File: src/sv/regex_infix_to_postfix_core_defines.svh
// assertion macros used by the converter rtl (ritp_dp)
// clocked on clk, disabled while rst_n is low
`ifndef REGEX_INFIX_TO_POSTFIX_CORE_DEFINES_SVH
`define REGEX_INFIX_TO_POSTFIX_CORE_DEFINES_SVH

// same-cycle implication
`define RITP_ASSERT_IMPL(lbl, ante, cons, msg) \
  lbl: assert property (@(posedge clk) disable iff (!rst_n) (ante) |-> (cons)) \
    else $error(msg);

// next-cycle implication
`define RITP_ASSERT_NEXT(lbl, ante, cons, msg) \
  lbl: assert property (@(posedge clk) disable iff (!rst_n) (ante) |=> (cons)) \
    else $error(msg);

`endif

File: src/sv/ritp_pkg.sv
// shared constants, types and character helpers for the infix-to-postfix converter
// used by ritp_ctrl, ritp_dp and regex_infix_to_postfix_core
`default_nettype none

package ritp_pkg;

  localparam int STACK_DEPTH = 32;
  localparam int CNT_W       = $clog2(STACK_DEPTH + 1);
  localparam int PTR_W       = $clog2(STACK_DEPTH);
  localparam int CHAR_W      = 8;
  localparam int ERR_W       = 2;
  localparam int USER_W      = 4;

  localparam logic [CHAR_W-1:0] CH_LPAR = 8'h28;
  localparam logic [CHAR_W-1:0] CH_RPAR = 8'h29;
  localparam logic [CHAR_W-1:0] CH_STAR = 8'h2A;
  localparam logic [CHAR_W-1:0] CH_PLUS = 8'h2B;
  localparam logic [CHAR_W-1:0] CH_DOT  = 8'h2E;

  typedef logic [1:0] op_t;
  localparam op_t OP_LPAR = 2'd0;
  localparam op_t OP_CAT  = 2'd1;
  localparam op_t OP_ALT  = 2'd2;

  typedef logic [ERR_W-1:0] err_t;
  localparam err_t ERR_NONE      = 2'd0;
  localparam err_t ERR_OVERFLOW  = 2'd1;
  localparam err_t ERR_UNMATCHED = 2'd2;

  typedef struct packed {
    logic load;
    logic pop;
    logic push;
    op_t  push_op;
    logic emit_in;
    logic close;
    logic finalize;
  } dp_cmd_t;

  typedef struct packed {
    logic need_cat;
    logic is_operand;
    logic is_lpar;
    logic is_rpar;
    logic is_plus;
    logic fin;
    logic empty;
    op_t  top_op;
    logic emit_ok;
    logic end_ok;
  } dp_sts_t;

  function automatic logic is_alpha(input logic [CHAR_W-1:0] c);
    return (c >= 8'h61 && c <= 8'h7A) || (c >= 8'h41 && c <= 8'h5A);
  endfunction

  function automatic logic is_digit(input logic [CHAR_W-1:0] c);
    return c >= 8'h30 && c <= 8'h39;
  endfunction

  // a character after which an implicit concatenation may follow
  function automatic logic ends_term(input logic [CHAR_W-1:0] c);
    return is_alpha(c) || c == CH_RPAR || c == CH_STAR;
  endfunction

  function automatic logic starts_term(input logic [CHAR_W-1:0] c);
    return is_alpha(c) || c == CH_LPAR;
  endfunction

  function automatic logic [CHAR_W-1:0] op_char(input op_t op);
    logic [CHAR_W-1:0] c;
    case (op)
      OP_LPAR: c = CH_LPAR;
      OP_CAT:  c = CH_DOT;
      OP_ALT:  c = CH_PLUS;
      default: c = CH_PLUS;
    endcase
    return c;
  endfunction

endpackage

`default_nettype wire

File: src/sv/ritp_ctrl.sv
// sequencing state machine of the converter: one stack step per cycle while the output register is free
// depends on ritp_pkg; drives ritp_dp through dp_cmd_t and reads dp_sts_t
`default_nettype none

module ritp_ctrl (
  input  wire                clk,
  input  wire                rst_n,
  input  wire                in_valid,
  output logic               in_ready,
  input  wire ritp_pkg::dp_sts_t sts,
  output ritp_pkg::dp_cmd_t  cmd
);

  localparam logic [2:0] ST_IDLE  = 3'd0;
  localparam logic [2:0] ST_CAT   = 3'd1;
  localparam logic [2:0] ST_MAIN  = 3'd2;
  localparam logic [2:0] ST_CLOSE = 3'd3;
  localparam logic [2:0] ST_ALT   = 3'd4;
  localparam logic [2:0] ST_FLUSH = 3'd5;

  logic [2:0] state_r, state_nxt;

  assign in_ready = (state_r == ST_IDLE);

  always_comb begin
    state_nxt    = state_r;
    cmd          = '0;
    cmd.push_op  = ritp_pkg::OP_CAT;
    case (state_r)
      ST_IDLE: begin
        if (in_valid) begin
          cmd.load  = 1'b1;
          state_nxt = sts.need_cat ? ST_CAT : ST_MAIN;
        end
      end
      ST_CAT: begin
        // pop pending concatenations, then push the implicit one
        if (!sts.empty && sts.top_op == ritp_pkg::OP_CAT) begin
          cmd.pop = sts.emit_ok;
        end else begin
          cmd.push    = 1'b1;
          cmd.push_op = ritp_pkg::OP_CAT;
          state_nxt   = ST_MAIN;
        end
      end
      ST_MAIN: begin
        if (sts.is_operand) begin
          if (sts.emit_ok) begin
            cmd.emit_in = 1'b1;
            state_nxt   = ST_FLUSH;
          end
        end else if (sts.is_lpar) begin
          cmd.push    = 1'b1;
          cmd.push_op = ritp_pkg::OP_LPAR;
          state_nxt   = ST_FLUSH;
        end else if (sts.is_rpar) begin
          state_nxt = ST_CLOSE;
        end else if (sts.is_plus) begin
          state_nxt = ST_ALT;
        end else begin
          state_nxt = ST_FLUSH;
        end
      end
      ST_CLOSE: begin
        if (!sts.empty && sts.top_op != ritp_pkg::OP_LPAR) begin
          cmd.pop = sts.emit_ok;
        end else begin
          cmd.close = 1'b1;
          state_nxt = ST_FLUSH;
        end
      end
      ST_ALT: begin
        if (!sts.empty &&
            (sts.top_op == ritp_pkg::OP_CAT || sts.top_op == ritp_pkg::OP_ALT)) begin
          cmd.pop = sts.emit_ok;
        end else begin
          cmd.push    = 1'b1;
          cmd.push_op = ritp_pkg::OP_ALT;
          state_nxt   = ST_FLUSH;
        end
      end
      ST_FLUSH: begin
        if (sts.fin && !sts.empty) begin
          cmd.pop = sts.emit_ok;
        end else if (sts.end_ok) begin
          cmd.finalize = 1'b1;
          state_nxt    = ST_IDLE;
        end
      end
      default: begin
        state_nxt = ST_IDLE;
      end
    endcase
  end

  always_ff @(posedge clk) begin
    if (!rst_n) begin
      state_r <= ST_IDLE;
    end else begin
      state_r <= state_nxt;
    end
  end

endmodule

`default_nettype wire

File: src/sv/ritp_dp.sv
// datapath: character register, operator stack, held result and output register
// depends on ritp_pkg and the assertion macros in regex_infix_to_postfix_core_defines.svh
`default_nettype none
`include "regex_infix_to_postfix_core_defines.svh"

module ritp_dp (
  input  wire                              clk,
  input  wire                              rst_n,
  input  wire [ritp_pkg::CHAR_W-1:0]       in_char,
  input  wire                              in_fin,
  input  wire ritp_pkg::dp_cmd_t           cmd,
  output ritp_pkg::dp_sts_t                sts,
  output logic                             out_valid,
  input  wire                              out_ready,
  output logic [ritp_pkg::CHAR_W-1:0]      out_char,
  output logic                             out_last,
  output logic [ritp_pkg::USER_W-1:0]      out_user
);

  logic [ritp_pkg::CHAR_W-1:0] ch_r;
  logic                        fin_r;
  logic                        prev_end_r;
  ritp_pkg::op_t               stack_r [ritp_pkg::STACK_DEPTH];
  logic [ritp_pkg::CNT_W-1:0]  cnt_r;
  ritp_pkg::err_t              err_r;
  logic                        hold_valid_r;
  logic [ritp_pkg::CHAR_W-1:0] hold_char_r;

  logic                        out_valid_r;
  logic [ritp_pkg::CHAR_W-1:0] out_char_r;
  logic                        out_cv_r;
  logic                        out_last_r;
  logic                        out_done_r;
  ritp_pkg::err_t              out_err_r;

  logic [ritp_pkg::CNT_W-1:0]  cnt_m1;
  ritp_pkg::op_t               top_op;
  logic                        empty;
  logic                        full;
  logic                        out_free;
  logic                        emit;
  logic [ritp_pkg::CHAR_W-1:0] emit_char;
  logic                        end_has_item;
  logic                        push_ok;

  assign cnt_m1   = cnt_r - ritp_pkg::CNT_W'(1);
  assign top_op   = stack_r[cnt_m1[ritp_pkg::PTR_W-1:0]];
  assign empty    = (cnt_r == '0);
  assign full     = (cnt_r == ritp_pkg::CNT_W'(ritp_pkg::STACK_DEPTH));
  assign out_free = !out_valid_r || out_ready;
  assign emit     = cmd.pop || cmd.emit_in;
  assign emit_char = cmd.pop ? ritp_pkg::op_char(top_op) : ch_r;
  assign push_ok  = cmd.push && !full;
  assign end_has_item = hold_valid_r || fin_r || (err_r != ritp_pkg::ERR_NONE);

  always_comb begin
    sts.need_cat   = prev_end_r && ritp_pkg::starts_term(in_char);
    sts.is_operand = ritp_pkg::is_alpha(ch_r) || ritp_pkg::is_digit(ch_r) ||
                     ch_r == ritp_pkg::CH_STAR;
    sts.is_lpar    = (ch_r == ritp_pkg::CH_LPAR);
    sts.is_rpar    = (ch_r == ritp_pkg::CH_RPAR);
    sts.is_plus    = (ch_r == ritp_pkg::CH_PLUS);
    sts.fin        = fin_r;
    sts.empty      = empty;
    sts.top_op     = top_op;
    // the last result of an item is held back until its flags are known
    sts.emit_ok    = !hold_valid_r || out_free;
    sts.end_ok     = !end_has_item || out_free;
  end

  // operator stack entries
  always_ff @(posedge clk) begin
    if (push_ok) begin
      stack_r[cnt_r[ritp_pkg::PTR_W-1:0]] <= cmd.push_op;
    end
  end

  always_ff @(posedge clk) begin
    if (cmd.load) begin
      ch_r  <= in_char;
      fin_r <= in_fin;
    end
    if (emit) begin
      hold_char_r <= emit_char;
    end
  end

  always_ff @(posedge clk) begin
    if (!rst_n) begin
      cnt_r        <= '0;
      err_r        <= ritp_pkg::ERR_NONE;
      prev_end_r   <= 1'b0;
      hold_valid_r <= 1'b0;
    end else begin
      if (cmd.pop) begin
        cnt_r <= cnt_m1;
      end else if (push_ok) begin
        cnt_r <= cnt_r + ritp_pkg::CNT_W'(1);
      end else if (cmd.close && !empty) begin
        cnt_r <= cnt_m1;
      end
      if (cmd.finalize) begin
        err_r <= ritp_pkg::ERR_NONE;
      end else if (err_r == ritp_pkg::ERR_NONE) begin
        if (cmd.push && full) begin
          err_r <= ritp_pkg::ERR_OVERFLOW;
        end else if (cmd.close && empty) begin
          err_r <= ritp_pkg::ERR_UNMATCHED;
        end
      end
      if (cmd.finalize) begin
        prev_end_r   <= !fin_r && ritp_pkg::ends_term(ch_r);
        hold_valid_r <= 1'b0;
      end else if (emit) begin
        hold_valid_r <= 1'b1;
      end
    end
  end

  // output register
  always_ff @(posedge clk) begin
    if (!rst_n) begin
      out_valid_r <= 1'b0;
    end else begin
      if ((emit && hold_valid_r) || (cmd.finalize && end_has_item)) begin
        out_valid_r <= 1'b1;
      end else if (out_ready) begin
        out_valid_r <= 1'b0;
      end
    end
  end

  always_ff @(posedge clk) begin
    if (emit && hold_valid_r) begin
      out_char_r <= hold_char_r;
      out_cv_r   <= 1'b1;
      out_last_r <= 1'b0;
      out_done_r <= 1'b0;
      out_err_r  <= ritp_pkg::ERR_NONE;
    end else if (cmd.finalize && end_has_item) begin
      out_char_r <= hold_valid_r ? hold_char_r : '0;
      out_cv_r   <= hold_valid_r;
      out_last_r <= 1'b1;
      out_done_r <= fin_r;
      out_err_r  <= err_r;
    end
  end

  assign out_valid = out_valid_r;
  assign out_char  = out_char_r;
  assign out_last  = out_last_r;
  assign out_user  = {out_err_r, out_done_r, out_cv_r};

  `RITP_ASSERT_IMPL(a_cnt_range, 1'b1,
                    cnt_r <= ritp_pkg::CNT_W'(ritp_pkg::STACK_DEPTH),
                    "stack count beyond depth")
  `RITP_ASSERT_IMPL(a_pop_nonempty, cmd.pop, !empty, "pop from empty stack")
  `RITP_ASSERT_IMPL(a_emit_room, emit && hold_valid_r, out_free,
                    "held item pushed into a busy output register")
  `RITP_ASSERT_NEXT(a_final_clear, cmd.finalize,
                    !hold_valid_r && err_r == ritp_pkg::ERR_NONE,
                    "item state not cleared after its last result")

endmodule

`default_nettype wire

File: src/sv/regex_infix_to_postfix_core.sv
// channel  | dir | tdata            | tuser                                     | tlast
// in_      | in  | [7:0] char       | -                                         | last char
// out_     | out | [7:0] postfix ch | [0] char_valid [1] expr_done [3:2] error  | run_last
//
// one item at a time: an accept step (IDLE), a step for the character itself (MAIN), a closing step (FLUSH),
// plus a step for an implicit concatenation (CAT), one for ')' or '+' (CLOSE, ALT), and one per operator popped
// off the stack (the stack gives one entry per cycle while the output is free); a final item adds its flush pops
// output register stalls hold the sequencer in place; in_tready is high only when idle
// reset (rst_n low, synchronous) empties the stack and forgets the previous character
`default_nettype none

module regex_infix_to_postfix_core (
  input  wire                          clk,
  input  wire                          rst_n,
  input  wire                          in_tvalid,
  output logic                         in_tready,
  input  wire [7:0]                    in_tdata,   // [7:0] in_char
  input  wire                          in_tlast,   // final_char
  output logic                         out_tvalid,
  input  wire                          out_tready,
  output logic [7:0]                   out_tdata,  // [7:0] out_char
  output logic [ritp_pkg::USER_W-1:0]  out_tuser,  // [0] char_valid, [1] expr_done, [3:2] error_code
  output logic                         out_tlast   // run_last
);

  ritp_pkg::dp_cmd_t cmd;
  ritp_pkg::dp_sts_t sts;

  ritp_ctrl u_ctrl (
    .clk      (clk),
    .rst_n    (rst_n),
    .in_valid (in_tvalid),
    .in_ready (in_tready),
    .sts      (sts),
    .cmd      (cmd)
  );

  ritp_dp u_dp (
    .clk       (clk),
    .rst_n     (rst_n),
    .in_char   (in_tdata),
    .in_fin    (in_tlast),
    .cmd       (cmd),
    .sts       (sts),
    .out_valid (out_tvalid),
    .out_ready (out_tready),
    .out_char  (out_tdata),
    .out_last  (out_tlast),
    .out_user  (out_tuser)
  );

endmodule

`default_nettype wire

File: config.mk
export PLATFORM = sky130hd
export DESIGN_NAME = regex_infix_to_postfix_core
export DESIGN_NICKNAME = d
export VERILOG_FILES = /design/src/sv/ritp_pkg.sv /design/src/sv/ritp_ctrl.sv /design/src/sv/ritp_dp.sv /design/src/sv/regex_infix_to_postfix_core.sv
export VERILOG_INCLUDE_DIRS = /design/src /design/src/sv
export SDC_FILE = /design/constraint.sdc
export NUM_CORES = 1
export LEC_CHECK = 0
export ABC_CLOCK_PERIOD_IN_PS = 6400
export BUFFER_PORTS_ARGS = -buffer_cell sky130_fd_sc_hd__buf_4
export CAP_MARGIN = 10
export CORE_ASPECT_RATIO = 1.2
export CORE_UTILIZATION = 30
export CTS_BUF_LIST = sky130_fd_sc_hd__clkbuf_8 sky130_fd_sc_hd__clkbuf_16
export CTS_CLUSTER_DIAMETER = 120
export DETAILED_ROUTE_END_ITERATION = 7
export GPL_TIMING_DRIVEN = 1
export PLACE_DENSITY = 0.48
export SLEW_MARGIN = 20
export SYNTH_ARGS = -nofsm -noshare
export SYNTH_HDL_FRONTEND = slang
export SYNTH_SLANG_ARGS = --single-unit
File: constraint.sdc
create_clock -name clk -period 6.4 [get_ports clk]
set_input_delay 0.32 -clock clk [delete_from_list [all_inputs] [get_ports clk]]
set_output_delay 0.32 -clock clk [all_outputs]
set_load 0.05 [all_outputs]
-- Word level (Yosys, flattened, before mapping)
Memories as Yosys holds them, arrays and structs flattened.
Index checks and enable logic that the tools add are counted.
- add/subtract/negate cells: 2
- magnitude comparators: 10
- equal/unequal tests: 20
- mux-type cells: 47
- bitwise gates (word level): 1
- reduce and logical (&&, ||, !) cells: 51
- operators with widths (cell ; count):
    2-to-1 mux 3 bit ; 14
    equality test 8 x 6 -> 1 bit, second input constant ; 5
    greater-or-equal comparator 8 x 7 -> 1 bit, second input constant ; 4
    <= comparator 8 x 7 -> 1 bit, second input constant ; 4
    2-to-1 mux 8 bit ; 4
    2-to-1 mux 1 bit ; 19
    2-to-1 mux 6 bit ; 3
    one-hot mux 3 bit (6 select lines) ; 1
    logical AND 1 bit ; 17
    logical OR 1 bit ; 15
    inequality test 2 bit, second input constant ; 6
    nonzero test 2 bit ; 5
    one-hot mux 3 bit (3 select lines) ; 1
    greater-or-equal comparator 8 x 6 -> 1 bit, second input constant ; 1
    <= comparator 8 x 6 -> 1 bit, second input constant ; 1
    AND reduction 7 bit ; 1
    adder 6 x 1 -> 6 bit, second input constant ; 1
    equality test 3 x 2 -> 1 bit, second input constant ; 2
    equality test 3 bit, second input constant ; 2
    equality test 6 bit, second input constant ; 1
    logical NOT 1 bit ; 6
    logical NOT 6 bit ; 1
    2-to-1 mux 2 bit ; 3
    one-hot mux 3 bit (2 select lines) ; 1
    other kinds (12) ; 13
- flip-flop bits (word level): 44
- RAM bits: 64
- output and inout bits: 15
- logic and storage cells: 146
- memories: 1
- memory list (memory ; depth ; width ; rd ports ; clocked after memory_dff ; write ports ; line ; text):
    u_dp.stack_r ; 32 ; 2 ; 1 ; 0 ; 1 ; ritp_dp.sv:23 ; ritp_pkg::op_t stack_r [ritp_pkg::STACK_DEPTH];

-- Depth between registers and ports, before layout
Gate-level depths: netlist of run 1.
- word-level depth: 11
- gate-level depth with buffers: 17
- mapped depth without buffers: 13

-- Cells and area by module
A second synthesis of run 1 with hierarchy kept.
- cells, all modules: 409
- area total of the unflattened synthesis: 5133.7 µm²
- by module, submodules not included (module ; instances ; cells an instance ; area each (µm²) ; sequential area each (µm²)):
    ritp_dp ; 1 ; 348 ; 4712.0 ; 2992.9
    ritp_ctrl ; 1 ; 61 ; 421.7 ; 60.1

-- Least setup slack after synthesis of run 1
No wires, ideal clock.
- path kind: register -> register
- start point: register u_dp.cnt_r[0] (netlist bit)
- end point: register u_dp.out_char_r, in the netlist u_dp.out_char[0] (enable)
- setup time: 0.329 ns
- arrival: 4.114 ns
- required time: 6.071 ns
- path slack: 1.957 ns
- cell stages (with the launch flop): 16
- path buffers: 3
- period minus slack after synthesis: 4.443 ns
- path through: dfxtp_1 buf_2 inv_1 ha_1 clkbuf_1 buf_1 mux4_2 mux4_2 mux2i_1 ha_1 o21ai_0 a31oi_1 o211ai_1 a21oi_1 o21ai_1 nand2_1
- longest elaborated chain between the ends: 10
- elaborated cells between the ends (all ways): 23
- those cells by class: add/sub: 1; eq/ne: 2; mux: 7; reduce/logical: 12; memory: 1
- RTL lines (element ; line ; text):
    from (decl) ; ritp_dp.sv:24 ; logic [ritp_pkg::CNT_W-1:0] cnt_r;
    from (signal assigned) ; ritp_dp.sv:96 ; cnt_r <= cnt_m1;
    from (signal assigned) ; ritp_dp.sv:98 ; cnt_r <= cnt_r + ritp_pkg::CNT_W'(1);
    from (signal assigned) ; ritp_dp.sv:100 ; cnt_r <= cnt_m1;
    subtractor 6 x 1 -> 6 bit ; ritp_dp.sv:46 ; assign cnt_m1 = cnt_r - ritp_pkg::CNT_W'(1);
    memory read (32 x 2 bit) ; n/a ;
    equality test 2 x 1 -> 1 bit or equality test 2 bit (tied branches) ; ritp_ctrl.sv:38, ritp_ctrl.sv:74 ;
    logical OR 1 bit ; ritp_ctrl.sv:74 ; (sts.top_op == ritp_pkg::OP_CAT || sts.top_op == ritp_pkg::OP_ALT)) begin
    logical AND 1 bit ; ritp_ctrl.sv:73 ; if (!sts.empty &&
    2-to-1 mux 1 bit ; ritp_ctrl.sv:73 ;
    one-hot mux 1 bit (4 select lines) ; ritp_ctrl.sv:29 ; case (state_r)
    logical OR 1 bit ; ritp_dp.sv:51 ; assign emit = cmd.pop || cmd.emit_in;
    logical AND 1 bit ; ritp_dp.sv:134 ; if (emit && hold_valid_r) begin
    nonzero test 2 bit (no line) (*) ; n/a ;
    to (signal assigned) ; ritp_dp.sv:135 ; out_char_r <= hold_char_r;
    to (signal assigned) ; ritp_dp.sv:141 ; out_char_r <= hold_valid_r ? hold_char_r : '0;
    to (decl) ; ritp_dp.sv:30 ; logic [ritp_pkg::CHAR_W-1:0] out_char_r;
Every way passes the cells marked *; elsewhere a longest branch is shown, timed or not.
A chain may end at the register's enable or synchronous reset.

-- Worst setup path in the final report of run 1
- start point: register u_dp.cnt_r[0] (netlist bit)
- end point: register u_dp.out_char_r, in the netlist u_dp.out_char[5] (enable)
Same word-level chain as after synthesis.

==> impl_metrics.env, run 1 <==
export IMPL_synth_flop_cell="edfxtp_1"
export IMPL_report_final_setup_viol=0
export IMPL_wire_per_inst_um=18.1
export IMPL_cts_max_level=3
export IMPL_worstReg2RegStart="u_dp.cnt_r[0]$_SDFFE_PN0P_"
export IMPL_die_w_um=121
export IMPL_core_um2=16400
export IMPL_max_clock_freq_ghz=0.196
export IMPL_p_clk_frac=0.204
export IMPL_die_h_um=145
export IMPL_clk_pin_slew_ns=0.08
export IMPL_peakVddDrop_uv=174
export IMPL_grt_overflow_total=0
export IMPL_min_path_cells=1
export IMPL_critical_path_arrival_ns=5.14
export IMPL_p_per_area_nw_per_um2=462
export IMPL_maxSlewViolCount=0
export IMPL_r2r_cells=13
export IMPL_cts_resized=0
export IMPL_nNetsFinal=440
export IMPL_initial_utilization=0.310
export IMPL_p_int_mw=1.62
export IMPL_hold_viol=0
export IMPL_io_pins=28
export IMPL_grt_pass1_vias=3367
export IMPL_synth_area_leaders="edfxtp_1 (53%), mux4_2 (8.8%), dfxtp_1 (7.5%)"
export IMPL_antenna_found_initial=0
export IMPL_min_to="u_dp.fin_r$_DFFE_PP_"
export IMPL_firstDrtPassIters=4
export IMPL_worstPathRequired_ns=6.43
export IMPL_final_cells=635
export IMPL_hold_start="in_tlast"
export IMPL_syn_inst=397
export IMPL_drv_cap=0
export IMPL_gp_congestion=0.815
export IMPL_cts_setup_buffers=0
export IMPL_relSlewSlack=0.489
export IMPL_fin_worst_skew_ns=0.00866
export IMPL_dr_total_vias=3235
export IMPL_min_path_type="input port to flop"
export IMPL_grt_pass1_wl_um=18400
export IMPL_die_area_um2=17500
export IMPL_cts_tree="done"
export IMPL_finalCritPeriodShare=0.798
export IMPL_path_max_fanout=22
export IMPL_worst_r2r_setup_slack_ns=1.29
export IMPL_netSwitchingFraction=0.395
export IMPL_period_minus_slack_ns=5.11
export IMPL_synth_seq_area_share=0.600
export IMPL_clk_insertion_delay_late_ns=0.36
export IMPL_place_hpwl_um=8070
export IMPL_drtIter0Drc=221
export IMPL_worst_pin_slew_ns=0.766
export IMPL_whs_ns=0.132
export IMPL_synth_top_area_frac=0.525
export IMPL_drive_gt1_frac=0.180
export IMPL_cp_start_kind="flop"
export IMPL_wirelength_um=11500
export IMPL_synth_edf_count=89
export IMPL_dp_cells=619
export IMPL_rows=51
export IMPL_total_leakage_power_nw=1.90
export IMPL_clockBufferDepth=2
export IMPL_cts_root_buf="clkbuf_16"
export IMPL_status="finished, final reports clean"
export IMPL_synth_seq_cells=108
export IMPL_share_comb_of_total_power=0.413
export IMPL_crit_type="flop to flop"
export IMPL_grt_usage=0.142
export IMPL_yosysWarnings=0
export IMPL_setup_tns_ns=0
export IMPL_via_per_inst=5.09
export IMPL_synth_distinct_cells=55
export IMPL_port_buffers=27
export IMPL_async_flop_share=0
export IMPL_pwr_share_seq=0.383
export IMPL_antenna_left=0
export IMPL_drc_errors=0
export IMPL_syn2layout_area_growth_pct=13.4
export IMPL_cp_startpoint="u_dp.cnt_r[0]$_SDFFE_PN0P_"
export IMPL_diodes=0
export IMPL_mappedNetlistNets=419
export IMPL_netlist_area_um2=5090
export IMPL_clock_sinks=108
export IMPL_switchingPower_mw=1.05
export IMPL_end_kind="flop"
export IMPL_rsz0062_at_grt="no"
export IMPL_cts_hold_buf=0
export IMPL_reg2reg_to="u_dp.out_char[5]$_DFFE_PP_"
export IMPL_avgSynthCellArea_um2=12.8
export IMPL_cts_buffers_inserted=9
export IMPL_grt_start_max_net_pins=33
export IMPL_yosys_area_top_type="edfxtp_1"
## through the flow
stage | power [mW] | area, um^2 | utilization | setup slack, ns
global placement | 2.14 | 5480 | 0.334 | 1.44
finish | 2.67 | 5770 | 0.352 | 1.29
CTS | 2.71 | 5770 | 0.352 | 1.23
detailed placement | 2.16 | 5480 | 0.334 | 1.24
floorplan | 1.85 | 5090 | - | 1.96
global route | 2.83 | 5770 | 0.352 | 0.888
## critical path: stages, from the launching register on
cell and delay, ns:
dfxtp_1 0.31, buf_4 0.34, inv_1 0.20, ha_1 0.83
mux4_2 0.42, mux4_2 0.48, mux2i_1 0.32, ha_1 0.29
o21ai_0 0.10, a31oi_1 0.18, o211ai_1 0.12, a21oi_1 0.56
o21ai_1 0.29, nand2_1 0.33
## cell usage after synthesis (all sizes together) (2+ instances only)
cell and count:
a21boi 2, a21o 2, a21oi 16, a22oi 6
a31oi 4, a32o 3, and2 13, and3 2
buf 11, clkbuf 8, dfxtp 19, edfxtp 89
ha 9, inv 10, mux2i 6, mux4 20
nand2 38, nand2b 11, nand3 4, nand3b 5
nand4 3, nor2 45, nor2b 5, nor3 10
nor3b 5, nor4 4, o211ai 3, o21ai 16
o31ai 2, o32ai 2, o41a 2, or3 3
or3b 2, or4 2, xnor2 2, xor2 4
## layout by cell type (no fill, tap or decap), types with 11 or more instances in the layout
cell      instances
edfxtp_1         89
nor2_1           45
nand2_1          37
buf_4            29
mux4_2           20
dfxtp_1          19
a21oi_1          15
o21ai_0          14
and2_1           13
nand2b_1         11
## routing by layer
layer | wire, um | vias up | track usage | part of all wire
li1 | - | 1539 | - | -
met1 | 5040 | 1614 | 0.170 | 0.44
met2 | 5820 | 67 | 0.241 | 0.51
met3 | 376 | 15 | 0.0302 | 0.033
met4 | 244 | 0 | 0.0708 | 0.021
met5 | 0 | - | 0 | 0
## worst max-delay path by stage
stage	to
after floorplan	u_dp.out_char[0]$_DFFE_PP_
after global placement	u_dp.stack_r[13][0]$_DFFE_PP_
after detailed placement	u_dp.out_char[6]$_DFFE_PP_
after CTS	u_dp.out_char[5]$_DFFE_PP_
after global routing	u_dp.out_char[3]$_DFFE_PP_
final	u_dp.out_char[5]$_DFFE_PP_
## power by group through the flow
stage	clock network (mW)	registers [mW]	logic (mW)
floorplan	0	1.02	0.835
global placement	0	1.04	1.11
detailed placement	0	1.04	1.12
CTS	0.561	1.02	1.12
global route	0.582	1.04	1.21
finish	0.544	1.02	1.10
## layout make-up
type / count / area [um^2]
multi-input combinational: 260 / 1910
inverter: 10 / 37.5
timing repair buffer: 29 / 218
sequential: 108 / 3050
tap: 212 / 265
clock buffer: 9 / 225
clock inverter: 7 / 68.8
fill: 1600 / 10600
## cell families after synthesis
| family | synth area share |
|---|---|
| and+or+nand+nor | 0.159 |
| DFF | 0.600 |
| AOI/OAI and AO/OA | 0.0824 |
| buffers and inverters | 0.0263 |
| muxes | 0.100 |
| adders and majority gates | 0.0221 |
| xor gates and xnor gates | 0.0103 |
## sequential cells by signal, indices dropped and copies added, names as in the netlist
name,flops
u_dp.out_cv_r,1
u_dp.hold_valid_r,1
u_dp.ch_r,8
u_dp.out_valid,1
u_dp.cnt_r,6
u_dp.out_char,8
u_dp.out_done_r,1
u_ctrl.state_r,3
u_dp.fin_r,1
u_dp.stack_r,64
u_dp.hold_char_r,8
u_dp.out_err_r,2
u_dp.out_last,1
u_dp.prev_end_r,1
u_dp.err_r,2
No activity file was read; power rests on OpenSTA's default activity.
==> run 2: changes to the inputs <==
--- a/config.mk
+++ b/config.mk
@@ -6,7 +6,7 @@
 export SDC_FILE = /design/constraint.sdc
 export NUM_CORES = 1
 export LEC_CHECK = 0
-export ABC_CLOCK_PERIOD_IN_PS = 6400
+export ABC_CLOCK_PERIOD_IN_PS = 4300
 export BUFFER_PORTS_ARGS = -buffer_cell sky130_fd_sc_hd__buf_4
 export CAP_MARGIN = 10
 export CORE_ASPECT_RATIO = 1.2
@@ -15,7 +15,7 @@
 export CTS_CLUSTER_DIAMETER = 120
 export DETAILED_ROUTE_END_ITERATION = 7
 export GPL_TIMING_DRIVEN = 1
-export PLACE_DENSITY = 0.48
+export PLACE_DENSITY = 0.5
 export SLEW_MARGIN = 20
 export SYNTH_ARGS = -nofsm -noshare
 export SYNTH_HDL_FRONTEND = slang
==> constraint.sdc (replaced) <==
create_clock -name clk -period 4.3 [get_ports clk]
set_input_delay 0.215 -clock clk [delete_from_list [all_inputs] [get_ports clk]]
set_output_delay 0.215 -clock clk [all_outputs]
set_load 0.05 [all_outputs]
==> run 2 against run 1 <==
Sequential share of layout area fell by 1.1 points. Register-to-register slack got worse by 1.0 ns. Fmax rose by 27%. Clock-buffer cell count did not move. Hold slack got worse by 0.091 ns. Worst setup slack got worse by 1.0 ns. Sequential power rose by 48%. Sequential cell count did not move. Via count rose by 1.3%. Non-clock buffer count rose by 8.
==> impl_metrics.env, run 2 (synthesized netlist as in run 1, its figures left out) <==
export IMPL_status="finished, final reports clean"
export IMPL_dp_cells=627
export IMPL_rsz0062_at_grt="no"
export IMPL_nNetsFinal=448
export IMPL_grt_usage=0.138
export IMPL_cp_num_cells=14
export IMPL_via_per_inst=5.10
export IMPL_core_um2=16400
export IMPL_firstDrtPassIters=5
export IMPL_diodes=0
export IMPL_gp_congestion=0.800
export IMPL_clockBufferDepth=2
export IMPL_netSwitchingFraction=0.391
export IMPL_die_area_um2=17500
export IMPL_mostFrequentLayoutCell="edfxtp_1"
export IMPL_drv_cap=0
export IMPL_grt_overflow_total=0
export IMPL_syn2layout_area_growth_pct=15.8
export IMPL_initial_utilization=0.310
export IMPL_peakVddDrop_uv=259
export IMPL_rows=51
export IMPL_clk_pin_slew_ns=0.08
export IMPL_report_final_setup_viol=0
export IMPL_drtIter0Drc=250
export IMPL_hold_viol=0
export IMPL_drc_errors=0
export IMPL_crit_family="multiplexers"
export IMPL_io_pins=28
export IMPL_relSlewSlack=0.566
export IMPL_switchingPower_mw=1.61
export IMPL_port_buffers=27
export IMPL_clock_sinks=108
export IMPL_p_int_mw=2.50
export IMPL_wl_met2_um=5760
export IMPL_worstPathRequired_ns=4.58
export IMPL_path_max_fanout=17
export IMPL_r2r_cells=14
export IMPL_crit_chain="inv_1 -> ha_1 -> buf_12 -> mux4_2 -> mux4_2 -> mux2i_2 -> inv_1 -> ha_1 -> nor3b_1 -> o21ai_0 -> o211ai_1 -> a21boi_1 -> a22oi_1 -> mux2i_1"
export IMPL_register_area_um2=3050
export IMPL_cp_start_kind="flop"
export IMPL_place_hpwl_um=7870
export IMPL_pre_cts_ws_ns=0.100
export IMPL_pwr_share_seq=0.367
export IMPL_end_kind="flop"
export IMPL_antenna_left=0
export IMPL_drive_gt1_frac=0.211
export IMPL_crit_type="flop to flop"
export IMPL_finalCritPeriodShare=0.933
export IMPL_setup_tns_ns=0
export IMPL_share_comb_of_total_power=0.427
export IMPL_antenna_found_initial=0
export IMPL_drt_met1_wl_um=4810
export IMPL_largest_reg_flops=64
export IMPL_max_clock_freq_ghz=0.249
export IMPL_cts_buffers_inserted=9
export IMPL_period_minus_slack_ns=4.01
export IMPL_cp_slowest_stage_delay_ns=0.49
export IMPL_grt_start_max_net_pins=33
export IMPL_total_leakage_power_nw=1.96
export IMPL_cts_tree="done"
export IMPL_path_buf_inv=3
export IMPL_met3_wirelength_um=388
export IMPL_critical_path_arrival_ns=4.29
export IMPL_final_cell_mix="edfxtp_1 (89), nor2_1 (43), buf_4 (36)"
export IMPL_p_clk_frac=0.206
export IMPL_worst_pin_slew_ns=0.649
export IMPL_grt_pass1_wl_um=18000
export IMPL_routed_top_layer="met4"
export IMPL_p_total_mw=4.11
export IMPL_fin_worst_skew_ns=0.0135
export IMPL_p_per_area_nw_per_um2=697
export IMPL_final_cells=643
export IMPL_min_path_type="input port to flop"
export IMPL_grt_pass1_vias=3335
export IMPL_multi_input_area_um2=1930
export IMPL_fillerInstances=1595
export IMPL_dr_total_vias=3278
export IMPL_critical_path_slowest_cell="mux4_2"
export IMPL_maxSlewViolCount=0
export IMPL_min_path_cells=1
export IMPL_worst_slack_ns=0.287
export IMPL_die_w_um=121
export IMPL_cts_max_level=3
export IMPL_wire_per_inst_um=17.4
export IMPL_die_h_um=145
export IMPL_clk_insertion_delay_late_ns=0.35
export IMPL_wirelength_um=11200
export IMPL_cts_root_buf="clkbuf_16"
run 2: changes by cell type in the layout (fill, tap and decap cells not counted), sizes merged:
| cell | delta |
|---|---|
| buf | +8 |
| clkinv | +1 |
| clkinvlp | -1 |
run 2: power groups by stage:
stage	registers [mW]	clock network, mW	logic, mW
floorplan	1.51	0	1.24
global placement	1.53	0	1.73
detailed placement	1.53	0	1.75
CTS	1.51	0.874	1.75
global route	1.53	0.905	1.93
finish	1.51	0.845	1.75
run 2: final timing paths:
check                               start                            to  slack, ns
max            u_dp.cnt_r[1]$_SDFFE_PN0P_    u_dp.cnt_r[4]$_SDFFE_PN0P_       0.29
min                           in_tdata[6]        u_dp.ch_r[6]$_DFFE_PP_       0.04
max reg2reg    u_dp.cnt_r[1]$_SDFFE_PN0P_    u_dp.cnt_r[4]$_SDFFE_PN0P_       0.29
min reg2reg  u_dp.prev_end_r$_SDFFE_PN0P_  u_dp.prev_end_r$_SDFFE_PN0P_       0.47
run 2: worst reg2reg max path, cell delays in order (launching register included):
cell,delay (ns)
dfxtp_1,0.42
inv_1,0.14
ha_1,0.35
buf_12,0.17
mux4_2,0.34
mux4_2,0.49
mux2i_2,0.22
inv_1,0.09
ha_1,0.24
nor3b_1,0.17
o21ai_0,0.14
o211ai_1,0.32
a21boi_1,0.29
a22oi_1,0.34
mux2i_1,0.20
run 2: repair_timing:
action | in CTS | in global routing
buffers inserted | 0 | 0
hold buffers | 0 | 0
endpoints found under the setup margin | 0 | 70
hold endpoints to repair | 0 | 0
gates resized for setup | 0 | 8
run 2: layout make-up:
| cell class | count | share of cell area |
|---|---|---|
| multi-input combinational | 260 | 0.328 |
| timing repair buffer | 37 | 0.0492 |
| inverter | 10 | 0.00637 |
| clock inverter | 7 | 0.0155 |
| sequential | 108 | 0.518 |
| clock buffer | 9 | 0.0382 |
| tap | 212 | 0.0450 |
run 2: metrics by stage:
step                       util  instance area [um^2]  hold slack, ns
after floorplan               -                  5090           0.314
after global placement    0.339                  5550           0.404
after detailed placement  0.339                  5550           0.403
after CTS                 0.358                  5870          0.0274
after global routing      0.360                  5900          0.0234
final                     0.360                  5900          0.0405
run 2: layer usage:
metal	vias up	GRT usage
li1	1560	-
met5	-	0
met4	0	0.0552
met2	69	0.241
met1	1635	0.165
met3	14	0.0306
==> run 3: changes to the inputs <==
--- a/config.mk
+++ b/config.mk
@@ -6,7 +6,7 @@
 export SDC_FILE = /design/constraint.sdc
 export NUM_CORES = 1
 export LEC_CHECK = 0
-export ABC_CLOCK_PERIOD_IN_PS = 4300
+export ABC_CLOCK_PERIOD_IN_PS = 3300
 export BUFFER_PORTS_ARGS = -buffer_cell sky130_fd_sc_hd__buf_4
 export CAP_MARGIN = 10
 export CORE_ASPECT_RATIO = 1.2
@@ -16,7 +16,9 @@
 export DETAILED_ROUTE_END_ITERATION = 7
 export GPL_TIMING_DRIVEN = 1
 export PLACE_DENSITY = 0.5
+export RECOVER_POWER = 25
 export SLEW_MARGIN = 20
 export SYNTH_ARGS = -nofsm -noshare
 export SYNTH_HDL_FRONTEND = slang
+export SYNTH_HIERARCHICAL = 1
 export SYNTH_SLANG_ARGS = --single-unit
==> constraint.sdc (replaced) <==
create_clock -name clk -period 3.3 [get_ports clk]
set_input_delay 0.165 -clock clk [delete_from_list [all_inputs] [get_ports clk]]
set_output_delay 0.165 -clock clk [all_outputs]
set_load 0.05 [all_outputs]
==> run 3 against run 2 <==
The flow now finishes with violations (negative setup slack). Total power is 70% higher. Clock power is 36% higher. Clock-buffer cell count is 1 higher. Wire length is 7.9% higher. Critical endpoint is now u_dp/stack_r[1][0]$_DFFE_PP_. Largest power group unchanged.
==> impl_metrics.env, run 3 <==
export IMPL_finalCritPeriodShare=1.18
export IMPL_io_pins=28
export IMPL_worst_slack_ns=-0.607
export IMPL_max_clock_freq_ghz=0.256
export IMPL_nNetsFinal=525
export IMPL_cpMostUsedCell="inv_2"
export IMPL_cp_slowest_stage_delay_ns=0.48
export IMPL_mappedNetlistNets=429
export IMPL_netlist_area_um2=5130
export IMPL_async_flop_share=0
export IMPL_cp_start_kind="flop"
export IMPL_whs_ns=0.0729
export IMPL_synthTopCellsByCount="edfxtp_1 (89), nor2_1 (44), mux2i_1 (40)"
export IMPL_worst_pin_slew_ns=0.715
export IMPL_drv_cap=0
export IMPL_p_int_mw=4.44
export IMPL_period_minus_slack_ns=3.91
export IMPL_place_hpwl_um=8080
export IMPL_critical_path_slowest_cell="mux4_2"
export IMPL_synth_top_area_frac=0.521
export IMPL_synth_seq_cells=108
export IMPL_firstDrtPassIters=5
export IMPL_avgSynthCellArea_um2=12.6
export IMPL_min_path_type="input port to flop"
export IMPL_status="finished, violations left"
export IMPL_cts_max_level=3
export IMPL_peakVddDrop_uv=478
export IMPL_mostFrequentLayoutCell="edfxtp_1"
export IMPL_grt_usage=0.141
export IMPL_critical_path_arrival_ns=3.98
export IMPL_switchingPower_mw=2.56
export IMPL_report_final_setup_viol=104
export IMPL_syn2layout_area_growth_pct=38.2
export IMPL_cts_buffers_inserted=9
export IMPL_pwr_share_seq=0.276
export IMPL_synth_flop_cell="edfxtp_1"
export IMPL_dr_total_vias=3442
export IMPL_yosysWarnings=6
export IMPL_cts_root_buf="clkbuf_16"
export IMPL_p_per_area_nw_per_um2=987
export IMPL_clk_pin_slew_ns=0.07
export IMPL_antenna_left=0
export IMPL_core_um2=16800
export IMPL_path_max_fanout=8
export IMPL_grt_pass1_vias=3679
export IMPL_share_comb_of_total_power=0.559
export IMPL_failed_checks="negative setup slack"
export IMPL_fin_worst_skew_ns=0.00979
export IMPL_drc_errors=0
export IMPL_maxSlewViolCount=0
export IMPL_wirelength_um=12100
export IMPL_clock_sinks=108
export IMPL_initial_utilization=0.306
export IMPL_total_leakage_power_nw=2.39
export IMPL_dp_cells=687
export IMPL_hold_start="in_tdata[2]"
export IMPL_rows=52
export IMPL_synth_area_leaders="edfxtp_1 (52%), mux2i_1 (7.8%), dfxtp_1 (7.4%)"
export IMPL_crit_chain="inv_8 -> ha_4 -> clkbuf_16 -> mux2i_1 -> mux4_2 -> mux2i_2 -> mux2i_2 -> inv_2 -> inv_2 -> ha_4 -> nand2b_1 -> nand3b_1 -> a21o_4 -> o31ai_4 -> inv_2 -> buf_4 -> a21oi_4 -> buf_6 -> nand2_8 -> nor2_2 -> buf_4"
export IMPL_synth_seq_area_share=0.595
export IMPL_grt_pass1_wl_um=19000
export IMPL_synth_most_common_cell="edfxtp_1"
export IMPL_p_clk_frac=0.165
export IMPL_end_kind="flop"
export IMPL_wire_per_inst_um=16.6
export IMPL_cts_tree="done"
export IMPL_via_per_inst=4.74
export IMPL_syn_inst=409
export IMPL_clockBufferDepth=2
export IMPL_synth_distinct_cells=57
export IMPL_clk_insertion_delay_late_ns=0.35
export IMPL_cp_startpoint="u_dp/cnt_r[0]$_SDFFE_PN0P_"
export IMPL_hold_viol=0
export IMPL_synth_edf_count=89
export IMPL_worstPathRequired_ns=3.37
export IMPL_final_cells=726
export IMPL_relSlewSlack=0.522
export IMPL_drtIter0Drc=209
export IMPL_largest_reg_flops=64
export IMPL_diodes=0
export IMPL_die_area_um2=17600
export IMPL_yosys_area_top_type="edfxtp_1"
export IMPL_antenna_found_initial=0
export IMPL_grt_overflow_total=0
export IMPL_rsz0062_at_grt="yes"
export IMPL_crit_family="multiplexers"
export IMPL_netSwitchingFraction=0.366
export IMPL_worstReg2RegStart="u_dp/cnt_r[0]$_SDFFE_PN0P_"
export IMPL_gp_congestion=0.785
export IMPL_die_h_um=145
export IMPL_port_buffers=27
export IMPL_final_cell_mix="edfxtp_1 (89), buf_4 (62), mux2i_1 (33)"
export IMPL_die_w_um=121
export IMPL_path_buf_inv=8
export IMPL_crit_type="flop to flop"
export IMPL_grt_start_max_net_pins=33
export IMPL_drive_gt1_frac=0.390
-- run 3: changes by cell type after synthesis, moves of 4 or more --
cell | before | now
mux2i_1 | 6 | 40
mux4_2 | 20 | 8
nand2_1 | 37 | 26
nor3_1 | 9 | 16
o21ai_0 | 14 | 9
a22oi_1 | 5 | 1
buf_2 | 5 | 1
-- run 3: metal layers --
metal | global-route usage | wire [um] | vias to the layer above
met1 | 0.179 | 5340 | 1702
met3 | 0.0240 | 298 | 11
met4 | 0.0531 | 173 | 0
met5 | 0 | 0 | -
li1 | - | - | 1699
met2 | 0.237 | 6240 | 30
-- run 3: final timing paths --
kind	to	slack, ns	cells after the start
max	u_dp/stack_r[1][0]$_DFFE_PP_	-0.61	21
min	u_dp/ch_r[2]$_DFFE_PP_	0.07	1
max reg2reg	u_dp/stack_r[1][0]$_DFFE_PP_	-0.61	21
min reg2reg	u_dp/out_err_r[1]$_SDFFE_PP0P_	0.47	2
-- run 3: kinds of logic (layout without fill, tap and decap cells) --
group	count (synthesis)	in the layout	synth area share
AOI/OAI and AO/OA	52	52	0.0695
xor gates and xnor gates	6	6	0.0117
adders and majority gates	7	7	0.0171
buffers and inverters	35	135	0.0383
DFF	108	108	0.595
muxes	49	49	0.115
and+or+nand+nor	152	153	0.154
-- run 3: metrics by stage --
stage / setup WS, ns / total power, mW / setup TNS [ns] / util / cell area [um^2]
after floorplan: -0.491 / 4.06 / -39.27 / - / 5330
after global placement: -0.660 / 5.04 / -50.83 / 0.362 / 6080
final: -0.607 / 7.00 / -45.79 / 0.423 / 7090
after global routing: -0.809 / 7.41 / -63.72 / 0.423 / 7090
after detailed placement: -0.720 / 5.06 / -55.45 / 0.362 / 6080
after CTS: -0.549 / 6.50 / -43.76 / 0.395 / 6640
-- run 3: final cells by class --
| class | instances | area, um^2 |
|---|---|---|
| clock buffer | 10 | 239 |
| inverter | 14 | 60.1 |
| timing repair buffer | 105 | 950 |
| fill | 1590 | 9690 |
| multi-input combinational | 267 | 2440 |
| sequential | 108 | 3060 |
| clock inverter | 6 | 80.1 |
| tap | 216 | 270 |
-- run 3: power groups by stage --
stage                     combinational [mW]  sequential (mW)  clock [mW]
after floorplan                         2.14             1.92           0
after global placement                  3.09             1.95           0
after detailed placement                3.11             1.95           0
after CTS                               3.38             1.93        1.18
after global routing                    4.21             1.96        1.24
final                                   3.91             1.94        1.15
-- run 3: worst reg2reg max path: cells and delay by family, from the launching register on --
| kind | cells | cell delay, ns |
|---|---|---|
| AND/OR/NAND/NOR | 4 | 0.41 |
| adder cells (fa/ha/maj) | 2 | 0.60 |
| flip-flops | 1 | 0.38 |
| multiplexers | 4 | 0.89 |
| buffers and inverters | 8 | 0.87 |
| AO/OA/AOI/OAI | 3 | 0.48 |
-- run 3: what timing repair did --
action,CTS,global route
pin swaps,5,38
setup buffers,4,15
resized for setup,37,71
setup endpoints to repair,133,169
hold buffers,4,3
cloned,1,4
endpoints found under the hold margin,4,3
